[src/rtl/core/glob_wildcard_matcher_defines.svh]
// ----------------------------------------------------------------------------
// Glob matcher assertion macros
// Concurrent check helpers; define ASSERT_OFF to compile them out.
// ----------------------------------------------------------------------------
`ifndef GLOB_WILDCARD_MATCHER_DEFINES_SVH
`define GLOB_WILDCARD_MATCHER_DEFINES_SVH

`ifndef ASSERT_OFF
// same-cycle implication
`define GWM_ASSERT_IMPLY(lbl, ck, rn, ante, cons) \
    lbl: assert property (@(posedge ck) disable iff (!rn) (ante) |-> (cons)) \
        else $error("gwm: same-cycle check failed");
// next-cycle implication
`define GWM_ASSERT_NEXT(lbl, ck, rn, ante, cons) \
    lbl: assert property (@(posedge ck) disable iff (!rn) (ante) |=> (cons)) \
        else $error("gwm: next-cycle check failed");
`else
`define GWM_ASSERT_IMPLY(lbl, ck, rn, ante, cons)
`define GWM_ASSERT_NEXT(lbl, ck, rn, ante, cons)
`endif

`endif

[src/rtl/core/gwm_pkg.sv]
// ----------------------------------------------------------------------------
// gwm_pkg
// Shared types and constants of the glob wildcard matcher.
// ----------------------------------------------------------------------------
`default_nettype none

package gwm_pkg;

    localparam int MAX_PATTERN_DEF = 32;

    localparam logic [7:0] STAR_CODE  = 8'h2A;
    localparam logic [7:0] QMARK_CODE = 8'h3F;

    localparam logic FUNC_PATTERN = 1'b0;
    localparam logic FUNC_NAME    = 1'b1;

    typedef struct packed {
        logic       func;
        logic [7:0] char_code;
        logic       no_char;
        logic       last;
    } in_item_t;

    typedef struct packed {
        logic matched;
        logic too_long;
    } out_item_t;

    // broadcast from the top to every cell
    typedef struct packed {
        logic [7:0] char_code;
        logic       no_char;
        logic       name_active;  // live bits hold a name in progress
        logic       live_load;    // store the advanced live bits
        logic       wr;           // pattern byte write this cycle
    } cell_ctl_t;

    // passed from one cell to the next position
    typedef struct packed {
        logic start;   // position live at the start of a name
        logic adv;     // literal or '?' step into the next position
        logic close;   // star closure into the next position
        logic prefix;  // all stored bytes up to here are '*'
    } handoff_t;

endpackage

`default_nettype wire

[src/rtl/core/gwm_cell.sv]
// ----------------------------------------------------------------------------
// gwm_cell
// One pattern position: stored byte, star-prefix bit and live bit.
// ----------------------------------------------------------------------------
`default_nettype none

module gwm_cell #(
    parameter int MAX_PATTERN = gwm_pkg::MAX_PATTERN_DEF,
    parameter int INDEX       = 0
) (
    input  wire logic                               clk,
    input  wire logic                               rst_n,
    input  wire gwm_pkg::cell_ctl_t                 ctl,
    input  wire logic [$clog2(MAX_PATTERN+1)-1:0]   len,
    input  wire logic [$clog2(MAX_PATTERN+1)-1:0]   wr_idx,
    input  wire gwm_pkg::handoff_t                  prev,
    output gwm_pkg::handoff_t                       nxt,
    output logic                                    live_new
);
    import gwm_pkg::*;

    localparam int LEN_W = $clog2(MAX_PATTERN + 1);
    localparam logic [LEN_W-1:0] IDX = LEN_W'(INDEX);

    logic [7:0] byte_reg;
    logic       prefix_star_reg;
    logic       live_reg;

    logic used;
    logic base;
    logic hit_star;
    logic hit_one;
    logic adv_self;
    logic stepped;

    assign used     = (len > IDX);
    assign base     = ctl.name_active ? live_reg : prev.start;
    assign hit_star = (byte_reg == STAR_CODE);
    assign hit_one  = (byte_reg == QMARK_CODE) || (byte_reg == ctl.char_code);
    assign adv_self = base & used & hit_star;

    // closure ripples from cell to cell like a carry
    assign stepped  = adv_self | prev.adv | prev.close;
    assign live_new = ctl.no_char ? base : stepped;

    assign nxt.adv    = base & used & ~hit_star & hit_one;
    assign nxt.close  = stepped & used & hit_star;
    assign nxt.start  = prefix_star_reg & used;
    assign nxt.prefix = prefix_star_reg;

    always_ff @(posedge clk)
    begin
        if (ctl.wr && (wr_idx == IDX))
        begin
            byte_reg        <= ctl.char_code;
            prefix_star_reg <= (ctl.char_code == STAR_CODE) & prev.prefix;
        end
    end

    always_ff @(posedge clk or negedge rst_n)
    begin
        if (!rst_n)
        begin
            live_reg <= 1'b0;
        end
        else if (ctl.live_load)
        begin
            live_reg <= live_new;
        end
    end

endmodule

`default_nettype wire

[src/rtl/core/gwm_out_buf.sv]
// ----------------------------------------------------------------------------
// gwm_out_buf
// Two-entry result buffer: output register plus skid register.
// ----------------------------------------------------------------------------
`default_nettype none

module gwm_out_buf (
    input  wire logic               clk,
    input  wire logic               rst_n,
    input  wire logic               push,
    input  wire gwm_pkg::out_item_t push_item,
    output logic                    full,
    output logic                    result_valid,
    input  wire logic               result_stall,
    output gwm_pkg::out_item_t      result
);
    import gwm_pkg::*;

    out_item_t main_reg, main_next;
    out_item_t skid_reg, skid_next;
    logic      main_valid_reg, main_valid_next;
    logic      skid_valid_reg, skid_valid_next;
    logic      pop;

    assign pop          = main_valid_reg & ~result_stall;
    assign full         = skid_valid_reg;
    assign result_valid = main_valid_reg;
    assign result       = main_reg;

    always_comb
    begin
        main_next       = main_reg;
        skid_next       = skid_reg;
        main_valid_next = main_valid_reg;
        skid_valid_next = skid_valid_reg;
        if (skid_valid_reg)
        begin
            // no push while full
            if (pop)
            begin
                main_next       = skid_reg;
                skid_valid_next = 1'b0;
            end
        end
        else if (push)
        begin
            if (!main_valid_reg || pop)
            begin
                main_next       = push_item;
                main_valid_next = 1'b1;
            end
            else
            begin
                skid_next       = push_item;
                skid_valid_next = 1'b1;
            end
        end
        else if (pop)
        begin
            main_valid_next = 1'b0;
        end
    end

    always_ff @(posedge clk)
    begin
        main_reg <= main_next;
        skid_reg <= skid_next;
    end

    always_ff @(posedge clk or negedge rst_n)
    begin
        if (!rst_n)
        begin
            main_valid_reg <= 1'b0;
            skid_valid_reg <= 1'b0;
        end
        else
        begin
            main_valid_reg <= main_valid_next;
            skid_valid_reg <= skid_valid_next;
        end
    end

endmodule

`default_nettype wire

[src/rtl/core/glob_wildcard_matcher.sv]
// ----------------------------------------------------------------------------
// glob_wildcard_matcher
// Case-sensitive glob matcher ('*' any run, '?' one byte) over a row of cells.
// ----------------------------------------------------------------------------
// Usage:
//   item channel (item_valid / item_stall / item): one byte per item. func 0
//   loads a pattern byte, func 1 streams a name byte; last closes the pattern
//   or name, no_char marks an item without a byte (empty pattern or name).
//   result channel (result_valid / result_stall / result): one item per name,
//   issued for the name item with last set; matched is forced low when the
//   pattern overflowed the MAX_PATTERN-byte store (too_long).
// Throughput: one item per unstalled cycle, pattern or name. Each name byte
//   updates the live bit of every pattern position at once; star closure
//   ripples through the cell row like a carry chain, setting the cycle time.
// Latency: if no result is held, result_valid is set the cycle after the name.
// Stall: results sit in a two-entry buffer; item_stall rises only while both
//   entries are held, so items keep flowing under a short result stall.
// Reset: no pattern stored (length zero), no name in progress, buffer empty.
//   Pattern bytes are not cleared; only stored positions are ever used.
// ----------------------------------------------------------------------------
`default_nettype none

`include "glob_wildcard_matcher_defines.svh"

module glob_wildcard_matcher #(
    parameter int MAX_PATTERN = gwm_pkg::MAX_PATTERN_DEF
) (
    input  wire logic               clk,
    input  wire logic               rst_n,
    input  wire logic               item_valid,
    output logic                    item_stall,
    input  wire gwm_pkg::in_item_t  item,
    output logic                    result_valid,
    input  wire logic               result_stall,
    output gwm_pkg::out_item_t      result
);
    import gwm_pkg::*;

    localparam int LEN_W = $clog2(MAX_PATTERN + 1);
    localparam logic [LEN_W-1:0] LEN_MAX = LEN_W'(MAX_PATTERN);

    // control state
    logic [LEN_W-1:0] len_reg, len_next;
    logic             too_long_reg, too_long_next;
    logic             pat_active_reg, pat_active_next;
    logic             name_active_reg, name_active_next;
    logic             term_live_reg;

    logic             accept;
    logic             pat_acc;
    logic             name_acc;
    logic [LEN_W-1:0] eff_len;
    logic             has_room;
    logic             push;
    logic             buf_full;
    out_item_t        push_item;
    cell_ctl_t        ctl;

    handoff_t             chain [MAX_PATTERN+1];
    logic [MAX_PATTERN:0] live_vec;
    logic                 term_base;

    assign accept     = item_valid & ~item_stall;
    assign pat_acc    = accept & (item.func == FUNC_PATTERN);
    assign name_acc   = accept & (item.func == FUNC_NAME);
    assign item_stall = buf_full;

    // a pattern item with no pattern in progress starts a new one
    assign eff_len  = pat_active_reg ? len_reg : '0;
    assign has_room = (eff_len < LEN_MAX);

    assign ctl.char_code   = item.char_code;
    assign ctl.no_char     = item.no_char;
    assign ctl.name_active = name_active_reg;
    assign ctl.live_load   = name_acc & ~item.last;
    assign ctl.wr          = pat_acc & ~item.no_char & has_room;

    // position zero is always live when a name starts
    assign chain[0].start  = 1'b1;
    assign chain[0].adv    = 1'b0;
    assign chain[0].close  = 1'b0;
    assign chain[0].prefix = 1'b1;

    for (genvar i = 0; i < MAX_PATTERN; i++)
    begin : g_cell
        gwm_cell #(
            .MAX_PATTERN (MAX_PATTERN),
            .INDEX       (i)
        ) u_cell (
            .clk      (clk),
            .rst_n    (rst_n),
            .ctl      (ctl),
            .len      (len_reg),
            .wr_idx   (eff_len),
            .prev     (chain[i]),
            .nxt      (chain[i+1]),
            .live_new (live_vec[i])
        );
    end

    // end-of-store position: live means a full-length pattern is consumed
    assign term_base = name_active_reg ? term_live_reg : chain[MAX_PATTERN].start;
    assign live_vec[MAX_PATTERN] = item.no_char ? term_base
                                 : (chain[MAX_PATTERN].adv | chain[MAX_PATTERN].close);

    assign push               = name_acc & item.last;
    assign push_item.matched  = live_vec[len_reg] & ~too_long_reg;
    assign push_item.too_long = too_long_reg;

    always_comb
    begin
        len_next         = len_reg;
        too_long_next    = too_long_reg;
        pat_active_next  = pat_active_reg;
        name_active_next = name_active_reg;
        if (pat_acc)
        begin
            len_next         = eff_len + LEN_W'(ctl.wr);
            too_long_next    = (pat_active_reg & too_long_reg)
                             | (~item.no_char & ~has_room);
            pat_active_next  = ~item.last;
            name_active_next = 1'b0;   // drops any name in progress
        end
        else if (name_acc)
        begin
            name_active_next = ~item.last;
        end
    end

    always_ff @(posedge clk or negedge rst_n)
    begin
        if (!rst_n)
        begin
            len_reg         <= '0;
            too_long_reg    <= 1'b0;
            pat_active_reg  <= 1'b0;
            name_active_reg <= 1'b0;
            term_live_reg   <= 1'b0;
        end
        else
        begin
            len_reg         <= len_next;
            too_long_reg    <= too_long_next;
            pat_active_reg  <= pat_active_next;
            name_active_reg <= name_active_next;
            if (ctl.live_load)
            begin
                term_live_reg <= live_vec[MAX_PATTERN];
            end
        end
    end

    gwm_out_buf u_out_buf (
        .clk          (clk),
        .rst_n        (rst_n),
        .push         (push),
        .push_item    (push_item),
        .full         (buf_full),
        .result_valid (result_valid),
        .result_stall (result_stall),
        .result       (result)
    );

    // input backs up only while the result buffer holds a waiting result
    `GWM_ASSERT_IMPLY(a_stall_needs_result, clk, rst_n, item_stall, result_valid)
    // overflow can only be flagged with the store full
    `GWM_ASSERT_IMPLY(a_overflow_full, clk, rst_n, too_long_reg, len_reg == LEN_MAX)
    // a closing name item always yields a visible result
    `GWM_ASSERT_NEXT(a_name_result, clk, rst_n, push, result_valid)

endmodule

`default_nettype wire
[config.mk]
export PLATFORM = sky130hd
export DESIGN_NAME = glob_wildcard_matcher
export DESIGN_NICKNAME = d
export VERILOG_FILES = /design/src/rtl/core/gwm_pkg.sv /design/src/rtl/core/gwm_cell.sv /design/src/rtl/core/gwm_out_buf.sv /design/src/rtl/core/glob_wildcard_matcher.sv
export VERILOG_INCLUDE_DIRS = /design/src /design/src/rtl/core
export SDC_FILE = /design/constraint.sdc
export NUM_CORES = 1
export LEC_CHECK = 0
export ABC_AREA = 1
export CELL_PAD_IN_SITES_DETAIL_PLACEMENT = 0
export CELL_PAD_IN_SITES_GLOBAL_PLACEMENT = 1
export CORE_MARGIN = 2
export CORE_UTILIZATION = 51
export DETAILED_ROUTE_END_ITERATION = 7
export DONT_BUFFER_PORTS = 1
export GPL_TIMING_DRIVEN = 0
export PLACE_DENSITY_LB_ADDON = 0.05
export SYNTH_ARGS = -nofsm -noshare
export SYNTH_HDL_FRONTEND = slang
export SYNTH_SLANG_ARGS = --single-unit
[constraint.sdc]
create_clock -name clk -period 6.8 [get_ports clk]
set_clock_uncertainty 0.1 [all_clocks]
set_input_delay 1.02 -clock clk [delete_from_list [all_inputs] [get_ports clk]]
set_output_delay 1.02 -clock clk [all_outputs]
set_load 0.005 [all_outputs]
# Word-level counts from Yosys, hierarchy flattened
# Cells that the tools add are included.
# W data, S select, Z words.
totals:
  latch_bits: 0
  output_inout_bits: 4
  elab_cells: 798
  ff_bits: 336
  ram_bits: 0
  rom_bits: 0
  memories: 0
classes:
  n_div: 0
  n_shift: 0
  n_addsub: 1
  eq_ne: 130
  magnitude_cmp: 34
  bitwise: 370
  mul: 0
  n_reduce_logical: 74
  mux: 82
op_table:
  columns: ["op", "count"]
  rows:
  - ["$eq A8 B6 Y1 const B", 65]
  - ["$and A1 B1 Y1", 266]
  - ["$eq A8 B8 Y1", 32]
  - ["$eq A6 B5 Y1 const B", 16]
  - ["$gt A6 B5 Y1 const B", 16]
  - ["$mux W1", 76]
  - ["$or A1 B1 Y1", 64]
  - ["$eq A6 B4 Y1 const B", 8]
  - ["$gt A6 B4 Y1 const B", 8]
  - ["$not A1 Y1", 40]
  - ["$logic_or A1 B1 Y1", 33]
  - ["$logic_and A1 B1 Y1", 32]
  - ["$eq A6 B3 Y1 const B", 4]
  - ["$gt A6 B3 Y1 const B", 4]
  - ["$eq A6 B2 Y1 const B", 2]
  - ["$gt A6 B1 Y1 const B", 2]
  - ["$gt A6 B2 Y1 const B", 2]
  - ["$reduce_and A3 Y1", 3]
  - ["$mux W2", 4]
  - ["$reduce_bool A2 Y1", 4]
  - ["$lt A6 B7 Y1 const B", 1]
  - ["$add A6 B1 Y6", 1]
  - ["$bmux W1 S6", 1]
  - ["$eq A6 B1 Y1 const B", 1]
  - ["6 further kinds", 6]

# Depth between registers and ports, before layout
# Gate-level depths: netlist of the first run.
logic_depth:
  word_depth: 107
  ltp_mapped: 76
  mapped_depth_nobuf: 75

# Modules after synthesis
# Synthesis of the first run repeated with hierarchy kept, for this count alone.
unflattened:
  cells_unflattened: 2685
  area_unflattened_um2: 22046.1
modules_own_cells:
  columns: ["mod", "cells_each", "instances", "area_per_inst_um2"]
  rows:
  - ["gwm_cell at g_cell[0].u_cell ...", 78, 3, 648.1]
  - ["gwm_cell at g_cell[17].u_cell ...", 75, 2, 659.4]
  - ["gwm_cell at g_cell[11].u_cell ...", 84, 2, 644.4]
  - ["glob_wildcard_matcher", 156, 1, 980.9]
  - ["gwm_cell at g_cell[5].u_cell", 86, 1, 679.4]
  - ["gwm_cell at g_cell[16].u_cell", 77, 1, 670.6]
  - ["gwm_cell at g_cell[24].u_cell", 77, 1, 666.9]
  - ["gwm_cell at g_cell[22].u_cell", 72, 1, 663.1]
  - ["gwm_cell at g_cell[28].u_cell", 72, 1, 661.9]
  - ["gwm_cell at g_cell[27].u_cell", 82, 1, 660.6]
  - ["gwm_cell at g_cell[13].u_cell", 82, 1, 656.9]
  - ["gwm_cell at g_cell[4].u_cell", 81, 1, 656.9]
  - ["gwm_cell at g_cell[10].u_cell", 81, 1, 655.6]
  - ["gwm_cell at g_cell[20].u_cell", 79, 1, 654.4]
  - ["+16 rows", null, null, null]

# Worst setup path before layout of the first run
# No wires, ideal clock.
synth_timing:
  kind: "in2reg"
  from: "input item[6] (netlist bit)"
  to: "register u_out_buf.skid_reg[1] (netlist bit) (data pin)"
  setup_time_ns: 0.255
  path_buffers: 1
  path_slack_ns: 1.148
  arrival_ns: 5.297
  stages: 71
  path_cell_list: "buf_2 -> inv_2 -> or2_2 -> nand3_1 -> nor2_1 -> nand2_1 -> nand2_1 -> nand2_1 -> and2_1 -> nand2_1 -> nand2_1 -> nand2_1 -> nand2_1 -> nand2_1 -> nand2_1 -> nand2_1 -> nand2_1 -> nand2_1 -> [... 35 more ...] -> nand2_1 -> nand2_1 -> nand2_1 -> nand2_1 -> nand2_1 -> nand2_1 -> nand2_1 -> nand2_1 -> nand2_1 -> nand2_1 -> nand2_1 -> nand2_1 -> nand3_1 -> nand2_1 -> nand2_1 -> nand2_1 -> nand2_1 -> and3_1"
synth_rtl:
  columns: ["element", "line", "text"]
  rows:
  - ["start, declared", "glob_wildcard_matcher.sv:32", "input wire gwm_pkg::in_item_t item,"]
  - ["end signal, assigned", "gwm_out_buf.sv:67", "skid_reg <= skid_next;"]
  - ["end, declared", "gwm_out_buf.sv:20", "out_item_t skid_reg, skid_next;"]

==> run summary, run 1 <==
Clock-pin slew was measured on the worst setup and hold paths at 0.06 ns. The cell repeated most along the worst path is nand2_1. The per-instance average area after synthesis is 9.57 um^2. Counting along the longest clock path gives a buffer depth of 3.

The maximum level of the CTS H-tree came out at 2. The signed area change from the synthesized netlist to the final layout came out at 11.9%. The multiplexer share of the synthesized area came out at 0. The cell type of the slowest stage on the worst timing path is dfrtp_2. Across all hold checks on the routed design, the worst slack comes to 0.0769 ns. The actual transition at the worst max-transition pin is 1.43 ns.

The routability congestion estimate is 0.950. The adder and majority gate portion of the synthesized area is 0.00141. The worst path meets setup with 0.794 ns of slack. The number of CTS-inserted buffers is 37. The final number of setup-violating endpoints is 0. The net total in the final layout is 1929. The half-perimeter wire length after detailed placement came out at 35.3 mm. The final critical delay including setup and external delays came out at 6.01 ns. Of all cell types, the one taking the most synthesized area is edfxtp_1.

The die width is 190 um. The flop-to-flop setup slack is 0.79 ns. The clock insertion delay at the later pin of the skew report came out at 0.54 ns. The static power due to leakage is 7.31 nW. The most frequent cell after synthesis is nand2_1. The cell depth of the worst flop-to-flop path came out at 72.

The number of nets with antenna violations after detailed routing is 0. The residual DRC count came out at 0. The cell chosen for the clock root is clkbuf_16. The share of synthesized cell area in and, or, nand and nor gates is 0.230.

Across the run, the number of max-cap violations was 0. The total routing usage reported by global routing came out at 0.288. The critical path is of the flop to flop type.

The via count of the first global-routing pass is 13200. The number of synthesized register bits came out at 336. Dividing the final minimum period by the clock period gives 0.883. The initial antenna violation count is 0. The start of the worst register-to-register path is len_reg[3]$_DFFE_PN0P_. In this run the vertical extent of the chip is 190 um. In this run the core area contains 68 standard-cell rows. The total via count in the routed design came out at 13700.

The count of boundary I/O pins is 19. The final hold violation count was 0. Sorting the synthesized cells by area gives the leading types as edfxtp_1, nand2_1, dfrtp_1.

The total grt overflow is 0. The worst pin sits at a relative slew slack of 0.0485. The flow ran to the end, and the final reports show no timing, DRC or antenna violations.

The total number of yosys warnings came out at 0. The power per cell area is 239 mW/mm^2. The full die area is 0.0363 mm^2. The number of flops mapped to enable cells by yosys is 292.

The commonest cells after synthesis are nand2_1, edfxtp_1, inv_1, nor2_1, xnor2_1. The area share of xor/xnor cells in the synthesized design is 0.0801. The number of slew-limit violations in the final report is 0. In this run the worst hold path is classified as input port to asynchronous set/reset pin. Synthesis produced a netlist whose cell count is 1852. In this run the critical register-to-register path is captured at u_out_buf.result[1]$_DFFE_PP_. After synthesis, the largest family of logic cells by area is simple AND/OR/NAND/NOR gates. For this run, the leading register cell type out of synthesis is edfxtp_1. The number of I/O port buffers came out at 0. The detailed router's first-iteration violation count is 1058. The worst-case setup slack after placement is -0.367 ns. After detailed routing, the total wire length is 51.4 mm. The maximum clock frequency is 167 MHz. The number of antenna diodes in the final layout is 0. The wire length of the first global-routing pass came out at 77.1 mm. The fraction of synthesis flops using an asynchronous set or reset pin came out at 0.131. For this run, the slowest stage of the critical path takes 0.48 ns.

For this configuration, the core starts out at a cell density of 0.516. STA puts the critical path data required time at 6.98 ns. The length of the first detailed-routing pass in iterations came out at 6. The maximum vdd drop came out at 211 uV. STA classifies the critical path endpoint as a flop. The flip-flop count of the largest register after layout is 256. The largest net degree at the start of global routing came out at 45. The compound-cell area share of the yosys netlist is 0.0772. The fraction of layout instances using a drive strength above 1 came out at 0.103.

The number of vias per cell came out at 5.70. The routed length per instance is 21.5 um. Along the worst path, the maximum fanout reaches 7. Of the post-synthesis cell area, the dominant cell type holds 0.495. The number of distinct standard cells referenced by the synthesized netlist came out at 59. Counting every net in the synthesized netlist gives 1869.

The register area share after synthesis came out at 0.557. The number of sinks handled by clock tree synthesis came out at 336. The floorplan step defined a core boundary enclosing 0.0344 mm^2. Data on the critical path arrives at its endpoint at 6.18 ns. TritonCTS built the clock tree.

STA classifies the critical path startpoint as a flop. The mapped cell area is 0.0177 mm^2.
-- layout by cell type, fill, tap and decap left out, types with 9 or more instances in the layout --
cell type	n
o32ai_1	11
clkbuf_16	39
a21oi_1	23
o31ai_1	22
buf_1	11
clkbuf_1	47
xnor2_1	118
nand2_1	390
a41oi_1	11
nand4_1	85
nand2_2	22
nor3_1	40
dfrtp_1	41
inv_1	169
o21ai_0	82
nor2_1	161
nand3_1	80
nor4_1	26
edfxtp_1	292
xor2_1	43
o41ai_1	11
buf_4	24
clkinv_1	9
or2_2	48
-- timing repair --
item,4_1_cts,5_1_grt
setup buffers,0,18
gates resized for setup,0,71
setup endpoints to repair,0,6
hold buffers,0,0
-- power breakdown --
group | total (mW) | internal (mW) | switching [mW]
Sequential | 2.32 | 2.29 | 0.0322
Combinational | 0.431 | 0.141 | 0.290
Clock | 2.00 | 1.19 | 0.805
Total | 4.75 | 3.62 | 1.13
-- cell families (layout without fill, tap and decap cells) --
group                    Yosys count  in the layout
XOR/XNOR                         162            162
flip-flops                       336            336
AO/OA/AOI/OAI                    209            209
AND/OR/NAND/NOR                  892            892
adder cells (fa/ha/maj)            2              2
buffers and inverters            251            340
-- metal layers --
| metal | GRT usage | vias up | wire length, um |
|---|---|---|---|
| li1 | - | 6538 | - |
| met5 | 0 | - | 0 |
| met1 | 0.392 | 6610 | 22600 |
| met3 | 0.0495 | 86 | 3330 |
| met4 | 0.0921 | 0 | 1500 |
| met2 | 0.471 | 425 | 24000 |
-- how the worst max path moves through the flow --
stage	slack (ns)	end	from
2_1_floorplan	1.15	u_out_buf.skid_reg[1]$_DFFE_PP_	item[6]
3_3_place_gp	-0.30	u_out_buf.skid_reg[1]$_DFFE_PP_	item[9]
3_5_place_dp	-0.37	u_out_buf.skid_reg[1]$_DFFE_PP_	item[9]
4_1_cts	0.15	u_out_buf.skid_reg[1]$_DFFE_PP_	item[9]
5_1_grt	-0.03	u_out_buf.result[1]$_DFFE_PP_	item[7]
6_report	0.79	u_out_buf.result[1]$_DFFE_PP_	len_reg[3]$_DFFE_PN0P_
-- metrics by stage --
| stage | utilization | std cells | total power [mW] | TNS [ns] | cell area, um^2 |
|---|---|---|---|---|---|
| 6_report | 0.577 | 2396 | 4.75 | 0 | 19800 |
| 5_1_grt | 0.577 | 2396 | 4.91 | -0.0300 | 19800 |
| 4_1_cts | 0.567 | 2376 | 4.75 | 0 | 19500 |
| 3_5_place_dp | 0.532 | 2308 | 2.77 | -0.723 | 18300 |
| 3_3_place_gp | 0.532 | 2307 | 2.76 | -0.606 | 18300 |
| 2_1_floorplan | - | 1852 | 2.63 | 0 | 17700 |
-- worst max-delay path, delay by kind of cell, from the launching register on --
| kind | cells | cell delay, ns |
|---|---|---|
| buf+inv | 1 | 0.10 |
| simple gates | 68 | 4.68 |
| compound gates | 3 | 0.38 |
| flops | 1 | 0.48 |
-- area by class of cell --
cell class	count	area, um^2
Buffer	65	314
Clock buffer	54	1050
Clock inverter	14	146
Fill cell	3043	14500
Inverter	186	737
Multi-Input combinational cell	1265	6990
Sequential cell	336	9870
Tap cell	455	569
Timing Repair Buffer	21	155
No activity file was read; power rests on OpenSTA's default activity.
==> run 2, diff against run 1 <==
CORE_UTILIZATION = 46   (was 51)
clock period = 5.5 ns   (was 6.8 ns; I/O delays follow)
==> run 2 against run 1 <==
Against the previous run:
- the run now ends with negative setup slack left
- die area is 11% higher
- power is 27% higher
- sequential power is 24% higher
- global-route usage is 1.7 points lower
- worst setup slack worse by 1.3 ns
- clock power is 30% higher
- design area is 4.7% higher
- via count is 2.9% higher
- sequential cell count stayed put
- wire length is 5.4% higher
- first-iteration DRC count is 18% higher
- critical path type unchanged
- largest power group unchanged
==> run summary, run 2 (synthesis gave the netlist of run 1 again) <==
The run finished, with violations left. The checks that failed: negative setup slack. In this design, the largest share of critical-path delay is due to simple AND/OR/NAND/NOR gates. The remaining max-slew budget at the tightest pin came out at 0.119. In the layout the commonest cells are nand2_1, edfxtp_1, inv_1, nor2_1, xnor2_1. The number of CTS-inserted buffers is 39.

The detail route stage leaves a number of antenna-violating nets equal to 0. The core occupancy in the finished layout is 0.549. The net total in the final layout is 2019.

The cell area after placement is 0.0184 mm^2. On the critical path, the stage with the largest delay is an instance of dfrtp_1. The sum of negative setup slack came out at -1.25 ns. The design area is 0.0208 mm^2. The routed length per instance came out at 21.3 um. The total via count in the routed design came out at 14100. The cell repeated most along the worst path is nand2_2. The worst path buffer plus inverter count came out at 15. The number of cells in the finished layout apart from fillers is 2542. STA puts the critical path data arrival time at 6.26 ns.

The die width came out at 200 um. The cell chosen for the clock root is clkbuf_16. The static power due to leakage is 7.85 nW. The half-perimeter wire length after detailed placement is 36.0 mm. The largest net degree at the start of global routing came out at 45.

The number of max-cap violations came out at 0. The initial antenna violation count was 0. The tightest min-delay check is of the input port to flop type.

Routability-driven placement finished with a final weighted congestion of 0.948. The final critical delay including setup and external delays is 6.05 ns. The count of boundary I/O pins came out at 19. The maximum level of the CTS H-tree is 2.

Across every metal layer, demand over resource in global routing totals 0.270. The endpoint identified for the worst register-to-register timing path is u_out_buf.result[1]$_DFFE_PP_. The worst setup path is of the flop to flop kind. The floorplan step defined a core boundary enclosing 0.0378 mm^2.

The number of cells on the critical path came out at 51. The flop-to-flop setup slack came out at -0.55 ns. The first global-routing pass estimated 82.0 mm of wire.

The most critical setup path has its endpoint at u_out_buf.result[1]$_DFFE_PP_. The full die area came out at 0.0401 mm^2. The die extent in y came out at 200 um. Summed over all layers, the routed wires come to 54.2 mm. The worst-case IR drop observed on VDD is 244 uV.

The share of the clock period used by the worst path after layout is 1.10. The worst setup path is captured at a flop. The TritonCTS clock tree is built. The endpoint required time on the critical path is 5.71 ns. The number of slew-limit violations in the final report is 0. The residual DRC count came out at 0. Setup repair after global routing could not meet its margin everywhere. The final hold violation count was 0. For the worst-skew pair, the clock arrives at the later sink with an insertion delay of 0.57 ns. Relative to the synthesized area, the layout overhead comes to 17.2%. The post-placement cell count is 2366.

The category of the worst setup path launch point is a flop. The fraction of layout instances using a drive strength above 1 came out at 0.165. The cell depth of the worst flop-to-flop path came out at 51.

The via count of the first global-routing pass is 13900. The start point of the critical path is len_reg[4]$_DFFE_PN0P_. The start of the worst register-to-register path is len_reg[4]$_DFFE_PN0P_. Along the worst path, the maximum fanout reaches 7. The register with the most flip-flops in the layout has 256 of them. For this run, the slowest stage of the critical path takes 0.43 ns. The number of I/O port buffers came out at 0. The least setup slack across all paths after layout is -0.547 ns. The power per cell area came out at 290 mW/mm^2. The number of vias per cell came out at 5.53. The clock slew seen by the registers of the worst setup and hold paths came out at 0.06 ns. The commonest non-fill, non-tap cell in the layout is nand2_1. The buffer depth of the longest clock path is 3. The maximum clock frequency came out at 165 MHz. The total grt overflow came out at 0. The starting density of the core is 0.468. The number of sinks handled by clock tree synthesis came out at 336. The number of diodes came out at 0. The length of the first detailed-routing pass in iterations came out at 6.

The actual transition at the worst max-transition pin is 1.32 ns. The final number of setup-violating endpoints came out at 4. The first routing iteration left 1253 violations. The total number of placement rows came out at 71.
## run 2: worst min-delay path by stage
stage	startpoint	end	slack [ns]	depth (start not counted)
finish	item[3]	g_cell[1].u_cell.byte_reg[1]$_DFFE_PP_	0.25	0
global route	item[9]	g_cell[3].u_cell.byte_reg[7]$_DFFE_PP_	0.24	0
CTS	item[3]	g_cell[1].u_cell.byte_reg[1]$_DFFE_PP_	0.23	0
detailed placement	too_long_reg$_DFFE_PN0P_	u_out_buf.skid_reg[0]$_DFFE_PP_	0.34	0
global placement	too_long_reg$_DFFE_PN0P_	u_out_buf.skid_reg[0]$_DFFE_PP_	0.33	0
floorplan	too_long_reg$_DFFE_PN0P_	u_out_buf.skid_reg[0]$_DFFE_PP_	0.32	0
## run 2: layout make-up
type	count	area [um^2]
fillers	3470	17100
inverters	186	724
well taps	511	639
clock buffers	45	1040
repair buffers	110	853
flip-flops and latches	336	9870
multi-input cells	1265	7130
plain buffers	64	288
clock inverters	25	233
## run 2: repair_timing
| action | 4_1_cts | 5_1_grt |
|---|---|---|
| endpoints found under the setup margin | 7 | 12 |
| resized for setup | 52 | 41 |
| endpoints found under the hold margin | 44 | 0 |
| hold buffers | 2 | 0 |
| setup buffers | 90 | 13 |
| pin swaps | 13 | 28 |
## run 2: through the flow
step	hold slack [ns]	total power [mW]	setup WS (ns)
floorplan	0.325	3.25	0.0425
global placement	0.335	3.42	-1.53
detailed placement	0.341	3.42	-1.50
CTS	0.234	6.06	-0.432
global route	0.239	6.24	-0.984
finish	0.253	6.03	-0.547
## run 2: layer usage
layer / vias to the layer above / track usage / routed length, um
met4: 0 / 0.0942 / 1630
li1: 6707 / - / -
met1: 6839 / 0.363 / 24000
met5: - / 0 / 0
met3: 91 / 0.0400 / 2940
met2: 415 / 0.449 / 25600
## run 2: power by group
part	switching (mW)	leakage, nW	internal (mW)
clock network	1.06	0.634	1.55
registers	0.0434	3.15	2.83
logic	0.373	4.06	0.177
total	1.48	7.85	4.56
